--- src/design/phcc_pkg.sv ---
`default_nettype none

package phcc_pkg;

   localparam int HEADER_BYTES   = 16;
   localparam int MAX_PACK_BYTES = 64 * 1024 * 1024;
   localparam int COUNT_CAP      = MAX_PACK_BYTES + 1;
   localparam int COUNT_W        = $clog2(COUNT_CAP + 1);
   localparam int HDR_IDX_W      = $clog2(HEADER_BYTES);
   localparam int CFG_W          = 16;
   localparam int CSR_INDEX_W    = 1;
   localparam int RSP_DATA_W     = 64;

   localparam logic [31:0] CRC_POLY = 32'hEDB8_8320;
   localparam logic [31:0] CRC_INIT = 32'hFFFF_FFFF;

   localparam logic [7:0] MAGIC_0 = 8'h47;  // G
   localparam logic [7:0] MAGIC_1 = 8'h42;  // B
   localparam logic [7:0] MAGIC_2 = 8'h43;  // C
   localparam logic [7:0] MAGIC_3 = 8'h46;  // F

   localparam logic [CSR_INDEX_W-1:0] CSR_EXPECTED_MAJOR = 1'b0;
   localparam logic [CSR_INDEX_W-1:0] CSR_EXPECTED_MINOR = 1'b1;

   localparam logic [CFG_W-1:0] MAJOR_RESET = 16'd1;
   localparam logic [CFG_W-1:0] MINOR_RESET = 16'd0;

   typedef enum logic [2:0] {
      ST_OK        = 3'd0,
      ST_TOO_LARGE = 3'd1,
      ST_TOO_SHORT = 3'd2,
      ST_BAD_MAGIC = 3'd3,
      ST_BAD_VER   = 3'd4,
      ST_LEN_MISM  = 3'd5,
      ST_CRC_MISM  = 3'd6
   } status_type;

   typedef struct packed {
      logic       final_byte;
      logic [7:0] data_byte;
   } item_type;

   // Reflected CRC-32 update over one byte, LSB first.
   function automatic logic [31:0] crc_byte(input logic [31:0] crc, input logic [7:0] b);
      logic [31:0] c;
      c = crc ^ {24'd0, b};
      for (int i = 0; i < 8; i++) begin
         c = c[0] ? ((c >> 1) ^ CRC_POLY) : (c >> 1);
      end
      return c;
   endfunction

endpackage

`default_nettype wire

--- src/design/pack_header_crc_check_unit.sv ---
`default_nettype none

// Pack header and CRC checker. Bytes of a pack arrive one per beat on the req_
// stream, header first, with tlast on the final byte. The first sixteen bytes are
// the little-endian header (magic "GBCF", major and minor version, payload length,
// expected CRC-32); every later byte runs through the reflected CRC-32. On the
// final byte one beat leaves on the rsp_ stream with the first failing check (too
// large, too short, bad magic, bad version, length mismatch, CRC mismatch) or ok,
// the computed CRC and the payload byte count, and the checker is ready for the
// next pack. The unit takes one byte per clock cycle, except that a final byte
// waits in the input register while the previous result has not been taken. From
// the input register, the byte-wide CRC update and the header checks feed the
// result register. The expected versions are written through the csr_ port (index
// 0 major, 1 minor) only while the unit is idle; the user must keep to this, and
// the unit does not enforce it.
module pack_header_crc_check_unit (
   input  wire logic                                  clock,
   input  wire logic                                  reset,
   input  wire logic                                  csr_we,
   input  wire logic [phcc_pkg::CSR_INDEX_W-1:0]      csr_index,
   input  wire logic [phcc_pkg::CFG_W-1:0]            csr_wdata,
   input  wire logic                                  req_tvalid,
   output logic                                       req_tready,
   input  wire logic [7:0]                            req_tdata,   // [7:0] data_byte
   input  wire logic                                  req_tlast,   // final_byte
   output logic                                       rsp_tvalid,
   input  wire logic                                  rsp_tready,
   // [2:0] status, [34:3] computed_crc, [61:35] payload_bytes, [63:62] zero
   output logic [phcc_pkg::RSP_DATA_W-1:0]            rsp_tdata
);

   logic               item_valid;
   phcc_pkg::item_type item;
   logic               take;

   phcc_in_stage u_in_stage (
      .clock      (clock),
      .reset      (reset),
      .req_tvalid (req_tvalid),
      .req_tready (req_tready),
      .req_tdata  (req_tdata),
      .req_tlast  (req_tlast),
      .take       (take),
      .item_valid (item_valid),
      .item       (item)
   );

   phcc_core u_core (
      .clock      (clock),
      .reset      (reset),
      .csr_we     (csr_we),
      .csr_index  (csr_index),
      .csr_wdata  (csr_wdata),
      .item_valid (item_valid),
      .item       (item),
      .take       (take),
      .rsp_tvalid (rsp_tvalid),
      .rsp_tready (rsp_tready),
      .rsp_tdata  (rsp_tdata)
   );

`ifndef SYNTH
   // A final byte must not pass a result that is still waiting.
   a_final_holds: assert property (@(posedge clock) disable iff (reset)
      (item_valid && item.final_byte && rsp_tvalid && !rsp_tready) |-> (!take && !req_tready))
      else $error("final byte overtook a pending result");

   // A pack shorter than the header reports no payload.
   a_short_no_payload: assert property (@(posedge clock) disable iff (reset)
      (rsp_tvalid && rsp_tdata[2:0] == phcc_pkg::ST_TOO_SHORT) |-> (rsp_tdata[61:35] == '0))
      else $error("too-short pack reported payload bytes");

   // An accepted pack never carries more payload than the size limit allows.
   a_ok_in_range: assert property (@(posedge clock) disable iff (reset)
      (rsp_tvalid && rsp_tdata[2:0] == phcc_pkg::ST_OK) |->
      (rsp_tdata[61:35] <= 27'(phcc_pkg::MAX_PACK_BYTES - phcc_pkg::HEADER_BYTES)))
      else $error("ok status with payload beyond the size limit");
`endif

endmodule

`default_nettype wire

--- src/design/phcc_in_stage.sv ---
`default_nettype none

module phcc_in_stage (
   input  wire logic              clock,
   input  wire logic              reset,
   input  wire logic              req_tvalid,
   output logic                   req_tready,
   input  wire logic [7:0]        req_tdata,
   input  wire logic              req_tlast,
   input  wire logic              take,
   output logic                   item_valid,
   output phcc_pkg::item_type     item
);

   logic               valid_ff;
   logic               valid_in;
   phcc_pkg::item_type item_ff;
   phcc_pkg::item_type item_in;
   logic               accept;

   assign req_tready = !valid_ff || take;
   assign accept     = req_tvalid && req_tready;

   always_comb begin
      valid_in = valid_ff;
      item_in  = item_ff;
      if (accept) begin
         valid_in           = 1'b1;
         item_in.data_byte  = req_tdata;
         item_in.final_byte = req_tlast;
      end else if (take) begin
         valid_in = 1'b0;
      end
   end

   always_ff @(posedge clock) begin
      if (reset) begin
         valid_ff <= 1'b0;
      end else begin
         valid_ff <= valid_in;
      end
      item_ff <= item_in;
   end

   assign item_valid = valid_ff;
   assign item       = item_ff;

endmodule

`default_nettype wire

--- src/design/phcc_core.sv ---
`default_nettype none

module phcc_core (
   input  wire logic                                  clock,
   input  wire logic                                  reset,
   input  wire logic                                  csr_we,
   input  wire logic [phcc_pkg::CSR_INDEX_W-1:0]      csr_index,
   input  wire logic [phcc_pkg::CFG_W-1:0]            csr_wdata,
   input  wire logic                                  item_valid,
   input  wire phcc_pkg::item_type                    item,
   output logic                                       take,
   output logic                                       rsp_tvalid,
   input  wire logic                                  rsp_tready,
   output logic [phcc_pkg::RSP_DATA_W-1:0]            rsp_tdata
);

   localparam int CW = phcc_pkg::COUNT_W;

   logic [phcc_pkg::CFG_W-1:0] major_ff, major_in, minor_ff, minor_in;
   logic [CW-1:0]              count_ff, count_in, count_step;
   logic [31:0]                crc_ff, crc_in, crc_step;
   logic [7:0]                 hdr_ff [phcc_pkg::HEADER_BYTES];
   logic [7:0]                 hdr_in [phcc_pkg::HEADER_BYTES];
   logic                       rsp_valid_ff, rsp_valid_in;
   phcc_pkg::status_type       status_ff, status_in;
   logic [31:0]                ccrc_ff, ccrc_in;
   logic [CW-1:0]              payload_ff, payload_in;

   logic        in_header;
   logic        done;
   logic [31:0] crc_final;
   logic [15:0] hdr_major, hdr_minor;
   logic [31:0] hdr_len, hdr_crc;
   logic        magic_ok;

   // Configuration registers.
   always_comb begin
      major_in = major_ff;
      minor_in = minor_ff;
      if (csr_we) begin
         unique case (csr_index)
            phcc_pkg::CSR_EXPECTED_MAJOR: major_in = csr_wdata;
            phcc_pkg::CSR_EXPECTED_MINOR: minor_in = csr_wdata;
            default: ;
         endcase
      end
   end

   // The input stage moves on unless it holds a final byte and a finished result still blocks the output.
   assign take = item_valid && (!item.final_byte || !rsp_valid_ff || rsp_tready);
   assign done = take && item.final_byte;

   assign in_header  = (count_ff < CW'(phcc_pkg::HEADER_BYTES));
   assign count_step = (count_ff != CW'(phcc_pkg::COUNT_CAP)) ? count_ff + CW'(1) : count_ff;
   assign crc_step   = in_header ? crc_ff : phcc_pkg::crc_byte(crc_ff, item.data_byte);
   assign crc_final  = ~crc_step;

   always_comb begin
      for (int i = 0; i < phcc_pkg::HEADER_BYTES; i++) begin
         hdr_in[i] = hdr_ff[i];
      end
      if (take && in_header) begin
         hdr_in[count_ff[phcc_pkg::HDR_IDX_W-1:0]] = item.data_byte;
      end
   end

   assign magic_ok  = (hdr_in[0] == phcc_pkg::MAGIC_0) && (hdr_in[1] == phcc_pkg::MAGIC_1) &&
                      (hdr_in[2] == phcc_pkg::MAGIC_2) && (hdr_in[3] == phcc_pkg::MAGIC_3);
   assign hdr_major = {hdr_in[5], hdr_in[4]};
   assign hdr_minor = {hdr_in[7], hdr_in[6]};
   assign hdr_len   = {hdr_in[11], hdr_in[10], hdr_in[9], hdr_in[8]};
   assign hdr_crc   = {hdr_in[15], hdr_in[14], hdr_in[13], hdr_in[12]};

   always_comb begin
      payload_in = (count_step >= CW'(phcc_pkg::HEADER_BYTES)) ?
                   count_step - CW'(phcc_pkg::HEADER_BYTES) : '0;
      ccrc_in    = crc_final;
      if (count_step > CW'(phcc_pkg::MAX_PACK_BYTES)) begin
         status_in = phcc_pkg::ST_TOO_LARGE;
      end else if (count_step < CW'(phcc_pkg::HEADER_BYTES)) begin
         status_in = phcc_pkg::ST_TOO_SHORT;
      end else if (!magic_ok) begin
         status_in = phcc_pkg::ST_BAD_MAGIC;
      end else if (hdr_major != major_ff || hdr_minor != minor_ff) begin
         status_in = phcc_pkg::ST_BAD_VER;
      end else if (hdr_len != {{(32 - CW){1'b0}}, payload_in}) begin
         status_in = phcc_pkg::ST_LEN_MISM;
      end else if (hdr_crc != crc_final) begin
         status_in = phcc_pkg::ST_CRC_MISM;
      end else begin
         status_in = phcc_pkg::ST_OK;
      end
   end

   always_comb begin
      count_in     = count_ff;
      crc_in       = crc_ff;
      rsp_valid_in = rsp_valid_ff && !rsp_tready;
      if (take) begin
         count_in = count_step;
         crc_in   = crc_step;
      end
      if (done) begin
         count_in     = '0;
         crc_in       = phcc_pkg::CRC_INIT;
         rsp_valid_in = 1'b1;
      end
   end

   always_ff @(posedge clock) begin
      if (reset) begin
         major_ff     <= phcc_pkg::MAJOR_RESET;
         minor_ff     <= phcc_pkg::MINOR_RESET;
         count_ff     <= '0;
         crc_ff       <= phcc_pkg::CRC_INIT;
         rsp_valid_ff <= 1'b0;
      end else begin
         major_ff     <= major_in;
         minor_ff     <= minor_in;
         count_ff     <= count_in;
         crc_ff       <= crc_in;
         rsp_valid_ff <= rsp_valid_in;
      end
      for (int i = 0; i < phcc_pkg::HEADER_BYTES; i++) begin
         hdr_ff[i] <= hdr_in[i];
      end
      if (done) begin
         status_ff  <= status_in;
         ccrc_ff    <= ccrc_in;
         payload_ff <= payload_in;
      end
   end

   assign rsp_tvalid = rsp_valid_ff;
   assign rsp_tdata  = {{(phcc_pkg::RSP_DATA_W - CW - 35){1'b0}}, payload_ff, ccrc_ff, status_ff};

endmodule

`default_nettype wire

--- config.mk ---
export PLATFORM = sky130hd
export DESIGN_NAME = pack_header_crc_check_unit
export DESIGN_NICKNAME = d
export VERILOG_FILES = /design/src/design/phcc_pkg.sv /design/src/design/pack_header_crc_check_unit.sv /design/src/design/phcc_in_stage.sv /design/src/design/phcc_core.sv
export SDC_FILE = /design/constraint.sdc
export NUM_CORES = 1
export LEC_CHECK = 0
export ABC_AREA = 1
export BUFFER_PORTS_ARGS = -buffer_cell sky130_fd_sc_hd__buf_2
export CAP_MARGIN = 5
export CORE_ASPECT_RATIO = 0.9
export CORE_MARGIN = 1
export CORE_UTILIZATION = 55
export DETAILED_ROUTE_END_ITERATION = 10
export GPL_TIMING_DRIVEN = 0
export PLACE_DENSITY_LB_ADDON = 0.12
export SYNTH_ARGS = -nofsm -noshare
export SYNTH_HDL_FRONTEND = slang
export SYNTH_SLANG_ARGS = --single-unit
--- constraint.sdc ---
create_clock -name clock -period 3.1 [get_ports clock]
set_input_delay 0.62 -clock clock [delete_from_list [all_inputs] [get_ports clock]]
set_output_delay 0.62 -clock clock [all_outputs]
set_load 0.03 [all_outputs]
## Yosys cells after proc, flatten, opt, wreduce, memory -nomap -nowiden

Memory sizes are Yosys's and may differ from the RTL's.
Index checks and enable logic that the tools add are counted.

| word-level totals | value |
|---|---|
| logic and storage cells | 88 |
| register bits after elaboration | 164 |
| RAM bits | 128 |
| bits of input ports | 31 |
| memories kept | 1 |

Memories:

| name | depth | bits a word | rd ports | clocked after memory_dff | write ports | RTL line | text |
|---|---|---|---|---|---|---|---|
| u_core.hdr_ff | 16 | 8 | 16 | 0 | 16 | phcc_core.sv:22 | `logic [7:0] hdr_ff [phcc_pkg::HEADER_BYTES];` |

| operators by class | value |
|---|---|
| add/sub/neg operators | 2 |
| bitwise logic cells | 13 |
| reduce and logical (&&, ||, !) cells | 22 |
| eq/ne operators | 9 |
| muxes and demuxes | 23 |
| magnitude comparators | 6 |

Operator list:

| cell | number |
|---|---|
| $mux W32 | 9 |
| $bwmux W128 | 1 |
| $mux W128 | 1 |
| $not A13 Y14 | 8 |
| $lt A27 B5 Y1 const B | 2 |
| $mux W27 | 2 |
| $demux W8 S4 | 1 |
| $eq A8 B7 Y1 const B | 4 |
| $ne A16 B16 Y1 | 2 |
| $ne A32 B27 Y1 | 1 |
| $ne A32 B32 Y1 | 1 |
| $not A32 Y32 | 1 |
| $xor A32 B8 Y32 | 1 |
| $add A27 B1 Y27 const B | 1 |
| $ge A27 B5 Y1 const B | 1 |
| $gt A27 B27 Y1 const B | 1 |
| $ne A27 B27 Y1 const B | 1 |
| $sub A27 B5 Y27 const B | 1 |
| $logic_and A1 B1 Y1 | 9 |
| $mux W3 | 3 |
| $mux W8 | 1 |
| $ge A5 B5 Y1 const B | 1 |
| $lt A5 B1 Y1 const B | 1 |
| $not A4 Y5 | 1 |
| 9 further kinds | 20 |

## Depth between registers and ports, before layout

| depth | value |
|---|---|
| depth in word-level cells | 25 |
| mapped depth | 29 |

## Hierarchy

From an unflattened synthesis, not the netlist that was laid out.

| second synthesis, totals | value |
|---|---|
| cell total of the unflattened synthesis | 2196 |
| area, all modules | 15616.2 um2 |

By module, submodules not included:

| module | area an instance (um2) | cells each | instances |
|---|---|---|---|
| phcc_core | 15298.4 | 2181 | 1 |
| phcc_in_stage | 317.8 | 15 | 1 |

## Least setup slack after synthesis

No wires, ideal clock.

| path | value |
|---|---|
| path type | register -> register |
| start point | register u_core.count_ff[1] |
| end point | register u_core.status_ff[0], data pin |
| arrival time | 2.801 ns |
| stages on the path, launching flop included | 24 |
| buffers on the path | 1 |
| clock period less this slack | 3.064 ns |
| data required time | 2.837 ns |
| path slack | 0.036 ns |
| cell sequence | dfxtp_1 -> ha_1 -> buf_4 -> nand3_4 -> xor2_1 -> inv_1 -> ha_1 -> nand2_1 -> nor2_2 -> nand2_1 -> nor3_1 -> nand3_1 -> nand2_1 -> nand2_1 -> nand2_1 -> nand2_1 -> nor2_1 -> nand3_1 -> nor2_1 -> nand2_1 -> nand2_1 -> nand2_1 -> nand2_1 -> nand2_1 |

RTL lines:

| what | RTL line | text |
|---|---|---|
| start, declared | phcc_core.sv:20 | `logic [CW-1:0] count_ff, count_in, count_step;` |
| start signal, assigned | phcc_core.sv:120 | `count_ff <= count_in;` |
| $add A27 B1 Y27 or $ne A27 B27 Y1 (tied branches) | phcc_core.sv:54 | `assign count_step = (count_ff != CW'(phcc_pkg::COUNT_CAP)) ? count_ff + CW'(1) : count_ff;` |
| $mux W27 * | phcc_core.sv:54 |  |
| net u_core.count_step[4] | phcc_core.sv:20 |  |
| $sub A27 B5 Y27 or $ge A27 B5 Y1 (tied branches) | phcc_core.sv:76, phcc_core.sv:75 |  |
| $mux W27 | phcc_core.sv:75 | `payload_in = (count_step >= CW'(phcc_pkg::HEADER_BYTES)) ?` |
| $ne A32 B27 Y1 | phcc_core.sv:86 | `end else if (hdr_len != {{(32 - CW){1'b0}}, payload_in}) begin` |
| $mux W3 | phcc_core.sv:86 |  |
| $mux W3 | phcc_core.sv:84 | `end else if (hdr_major != major_ff \|\| hdr_minor != minor_ff) begin` |
| $mux W2 | phcc_core.sv:82 | `end else if (!magic_ok) begin` |
| $mux W2 | phcc_core.sv:80 | `end else if (count_step < CW'(phcc_pkg::HEADER_BYTES)) begin` |
| end signal, assigned | phcc_core.sv:128 | `status_ff <= status_in;` |
| end, declared | phcc_core.sv:25 | `phcc_pkg::status_type status_ff, status_in;` |

The timed path passes the listed nets; every way through them passes the cells marked *.
A chain may end at the register's enable or synchronous reset.

## Worst setup path in the final report

| path | value |
|---|---|
| start point | register u_core.count_ff[0] |
| end point | register u_core.status_ff[0], data pin |

RTL lines:

| what | RTL line | text |
|---|---|---|
| $add A27 B1 Y27 or $ne A27 B27 Y1 (tied branches) | phcc_core.sv:54 |  |
| $mux W27 * | phcc_core.sv:54 |  |
| $sub A27 B5 Y27 or $ge A27 B5 Y1 (tied branches) | phcc_core.sv:76, phcc_core.sv:75 |  |
| $mux W27 * | phcc_core.sv:75 |  |
| net u_core.payload_in[24] | phcc_core.sv:27 | `logic [CW-1:0] payload_ff, payload_in;` |
| $ne A32 B27 Y1 * | phcc_core.sv:86 |  |
| $mux W3 * | phcc_core.sv:86 |  |
| $mux W3 * | phcc_core.sv:84 |  |
| $mux W2 * | phcc_core.sv:82 |  |
| $mux W2 * | phcc_core.sv:80 |  |

Marks and branches as above.

==> out/metrics.cfg <==
[timing]
grt_setup_unrepaired = true
fin_ws_ps = -259.3
tightestPinTransition_ps = 978.2
min_period_over_period = 1.084
finalWorstPathRequiredPeriod_ps = 3359
final_max_slew_viol_count = 0
finalHoldViolations = 0
maximum_clock_rate_mhz = 297.7
clock_skew_ps = 13.76
max-slew-margin-rel = 0.3478
finalSetupViolations = 3

[job]
maxCapViolCount = 0

[drt]
drt_iter0_markers = 1309
route.detailed.drc = 0
route.detailed.vias_per_inst = 5.375
drt_wl_total_um = 49490
detail-route-antenna-nets = 0
number_of_search_and_repair_iterations_in_the_first_detailed_routing_pass = 5
detail_route.wl_per_cell_um = 17.47
num_vias = 15220

[critical_path]
crit_buf_inv = 4
crit_path_start_kind = flip-flop
worst-endpoint-required_ps = 3400
arrival_ps = 3650
regToRegSetupSlack_ps = -260
crit_fanout = 8
delay_contributed_by_the_slowest_stage_of_the_critical_path_ps = 390
critical_path.endpoint_type = flip-flop
critical-path-slowest-cell = dfxtp_4
critPathTopFamily = simple AND/OR/NAND/NOR gates
critical_path_class = reg -> reg
path_common_cell = nand2_1

[yosys]
syn-instance-count = 2252
largest_family_of_logic_cells_by_synthesized_area = simple AND/OR/NAND/NOR gates
muxShareOfSynthArea = 0.01271
synthXorXnorAreaFrac = 0.06711
synthesis.yosys.warnings = 0
synth-seq-cells = 292
yosys.area_share.adder = 0.004765
synth_compound_area_frac = 0.1018
post_synth_instance_area_sq_um = 15760
post_synth_and_or_nand_nor_area_fraction = 0.3031
yosysSeqAreaShare = 0.4161
synthesis.area_per_instance_sq_um = 6.996
synth_cell_type_count = 45

[clocking]
cts.root.buffer_cell = clkbuf_16
cts.clk_slew.worst_paths_ps = 70
numClockSinks = 292
cts_buffers = 30
tritoncts_clock_tree = done
cts_buffer_depth = 3
htree_levels = 1
clock_insertion_delay_worst_skew_ps = 570
cts.hold.buffers_added = 0

[pwr]
static-leakage-power_nw = 8.846
cellPowerDensity_nw_per_um2 = 573.8
peakVddDrop_uv = 449.1

[outcome]
violations = setup timing
status = finished with violations

[finish]
antennaDiodeCount = 0
finish.cell_count_without_fillers = 2832
synthToLayoutAreaGrowth_pct = 21.04
drive_gt1_frac = 0.1897
post-route-cell-area_sq_um = 19070
num-nets-final = 2485

[placed_design]
place.port_buffers = 94
dp.final_hpwl_um = 37210
numPlacedInstances = 2708
globalplace.congestion = 0.9698
pre_cts_setup_slack_ps = -872.1
placement.cell_area_sq_um = 16700

[global_routing]
vias_in_the_first_global_route = 13980
grt_util_all_layers = 0.3320
globalRouteOverflowTotal = 0
global_route_wire_length_before_repair_um = 75580
grt_max_degree = 36
grt_antenna_before_repair = 1

[die]
floorplan.initialDensity = 0.5610
rows = 58
floorplan.io_pins = 97
die_h_um = 162.6
floorplan.die.width_um = 180.4
design.die.area_sq_um = 29330
core-area_sq_um = 28080

[min_path]
hold_class = in -> reg

==> what timing repair did <==
action,4_1_cts,5_1_grt
pin swaps,35,45
cloned,0,3
gates resized for setup,130,133
buffers inserted,39,27
setup endpoints to repair,7,3
==> metal layers <==
layer / routed length (um) / global-route usage / vias to the layer above / share of wire
li1: - / - / 7481 / -
met5: 0 / 0 / - / 0
met1: 21940 / 0.4510 / 7067 / 0.44
met3: 3858 / 0.06418 / 100 / 0.078
met2: 22030 / 0.5294 / 573 / 0.45
met4: 1658 / 0.1154 / 0 / 0.034
==> kinds of logic after synthesis <==
logic type | Yosys count
AO/OA/AOI/OAI | 310
XOR/XNOR | 119
adder cells (fa/ha/maj) | 6
buffers and inverters | 377
flip-flops | 292
multiplexers | 20
other | 1
AND/OR/NAND/NOR | 1127
==> area by class of cell <==
class	instances	area, sq um
fillers	2465	9015
multi-input cells	1584	8369
flip-flops and latches	292	6583
inverters	301	1155
repair buffers	164	1081
clock buffers	37	839.6
well taps	360	450.4
plain buffers	75	427.9
clock inverters	19	163.9
==> cells in the mapped netlist (all sizes together) <==
cell type	count	area (sq um)
clkinv	3	11.26
inv	298	1119
ha	6	75.07
and3	3	18.77
xor2	73	646.9
xnor2	46	410.4
nor3b	1	7.510
nand3b	19	155.2
dfxtp	221	4424
o21a	13	97.59
o22ai	2	12.51
o21ai	216	1081
nand3	107	563.0
nand2	702	2683
and2	1	6.260
buf	27	168.9
nor2	232	978.4
conb	1	3.750
a21oi	72	360.4
a31oi	1	6.260
nand4	21	131.4
a211oi	2	15.01
nor4	2	12.51
edfxtp	71	2132
mux2i	20	200.2
clkbuf	49	183.9
a22o	1	8.760
o211ai	3	22.52
nor3	19	95.09
or2	20	125.1
==> registers in the layout, indices dropped and copies added (netlist names) <==
name and count:
u_core.status_ff 3, u_in_stage.item 9, u_core.hdr_ff 128, u_core.ccrc_ff 32, u_core.crc_ff 32, u_core.payload_ff 27
u_core.rsp_tvalid 1, u_core.major_ff 16, u_core.minor_ff 16, u_in_stage.item_valid 1, u_core.count_ff 27
==> where the power goes <==
group          total (mW)  leakage [nW]  switching [mW]  internal (mW)
logic                2.87          5.89            1.92          0.956
clock network        3.68         0.489            1.58           2.10
registers            4.39          2.47           0.149           4.24
total                10.9          8.85            3.65           7.29
==> metrics by stage <==
stage          TNS [ps]  total power, mW    util  hold slack (ps)
2_1_floorplan         0            6.246       -            421.1
3_3_place_gp     -28450            6.961  0.5939            433.1
3_5_place_dp      -2516            7.002  0.5946            443.7
4_1_cts          -395.3            10.78  0.6558            216.9
5_1_grt           -1225            11.42  0.6790            231.1
6_report         -716.8            10.94  0.6790            221.7
==> final timing paths <==
path	startpoint	end	cells after the start
hold reg to reg	u_core.hdr_ff[0][15]	u_core.hdr_ff[0][15]	2
hold / removal	reset	u_in_stage.item_valid	2
setup reg to reg	u_core.count_ff[0]	u_core.status_ff[0]	25
setup / recovery	u_core.count_ff[0]	u_core.status_ff[0]	25
==> placed cells by master, fill, tap and decap left out, types with 69 or more instances in the layout <==
cell      count
nand2_1     642
dfxtp_1     204
buf_4        74
edfxtp_1     71
inv_1       279
o21ai_0     192
nor2_1      170
buf_2       102
xor2_1       69
nand3_1      96
(Power assumes the default switching activity.)
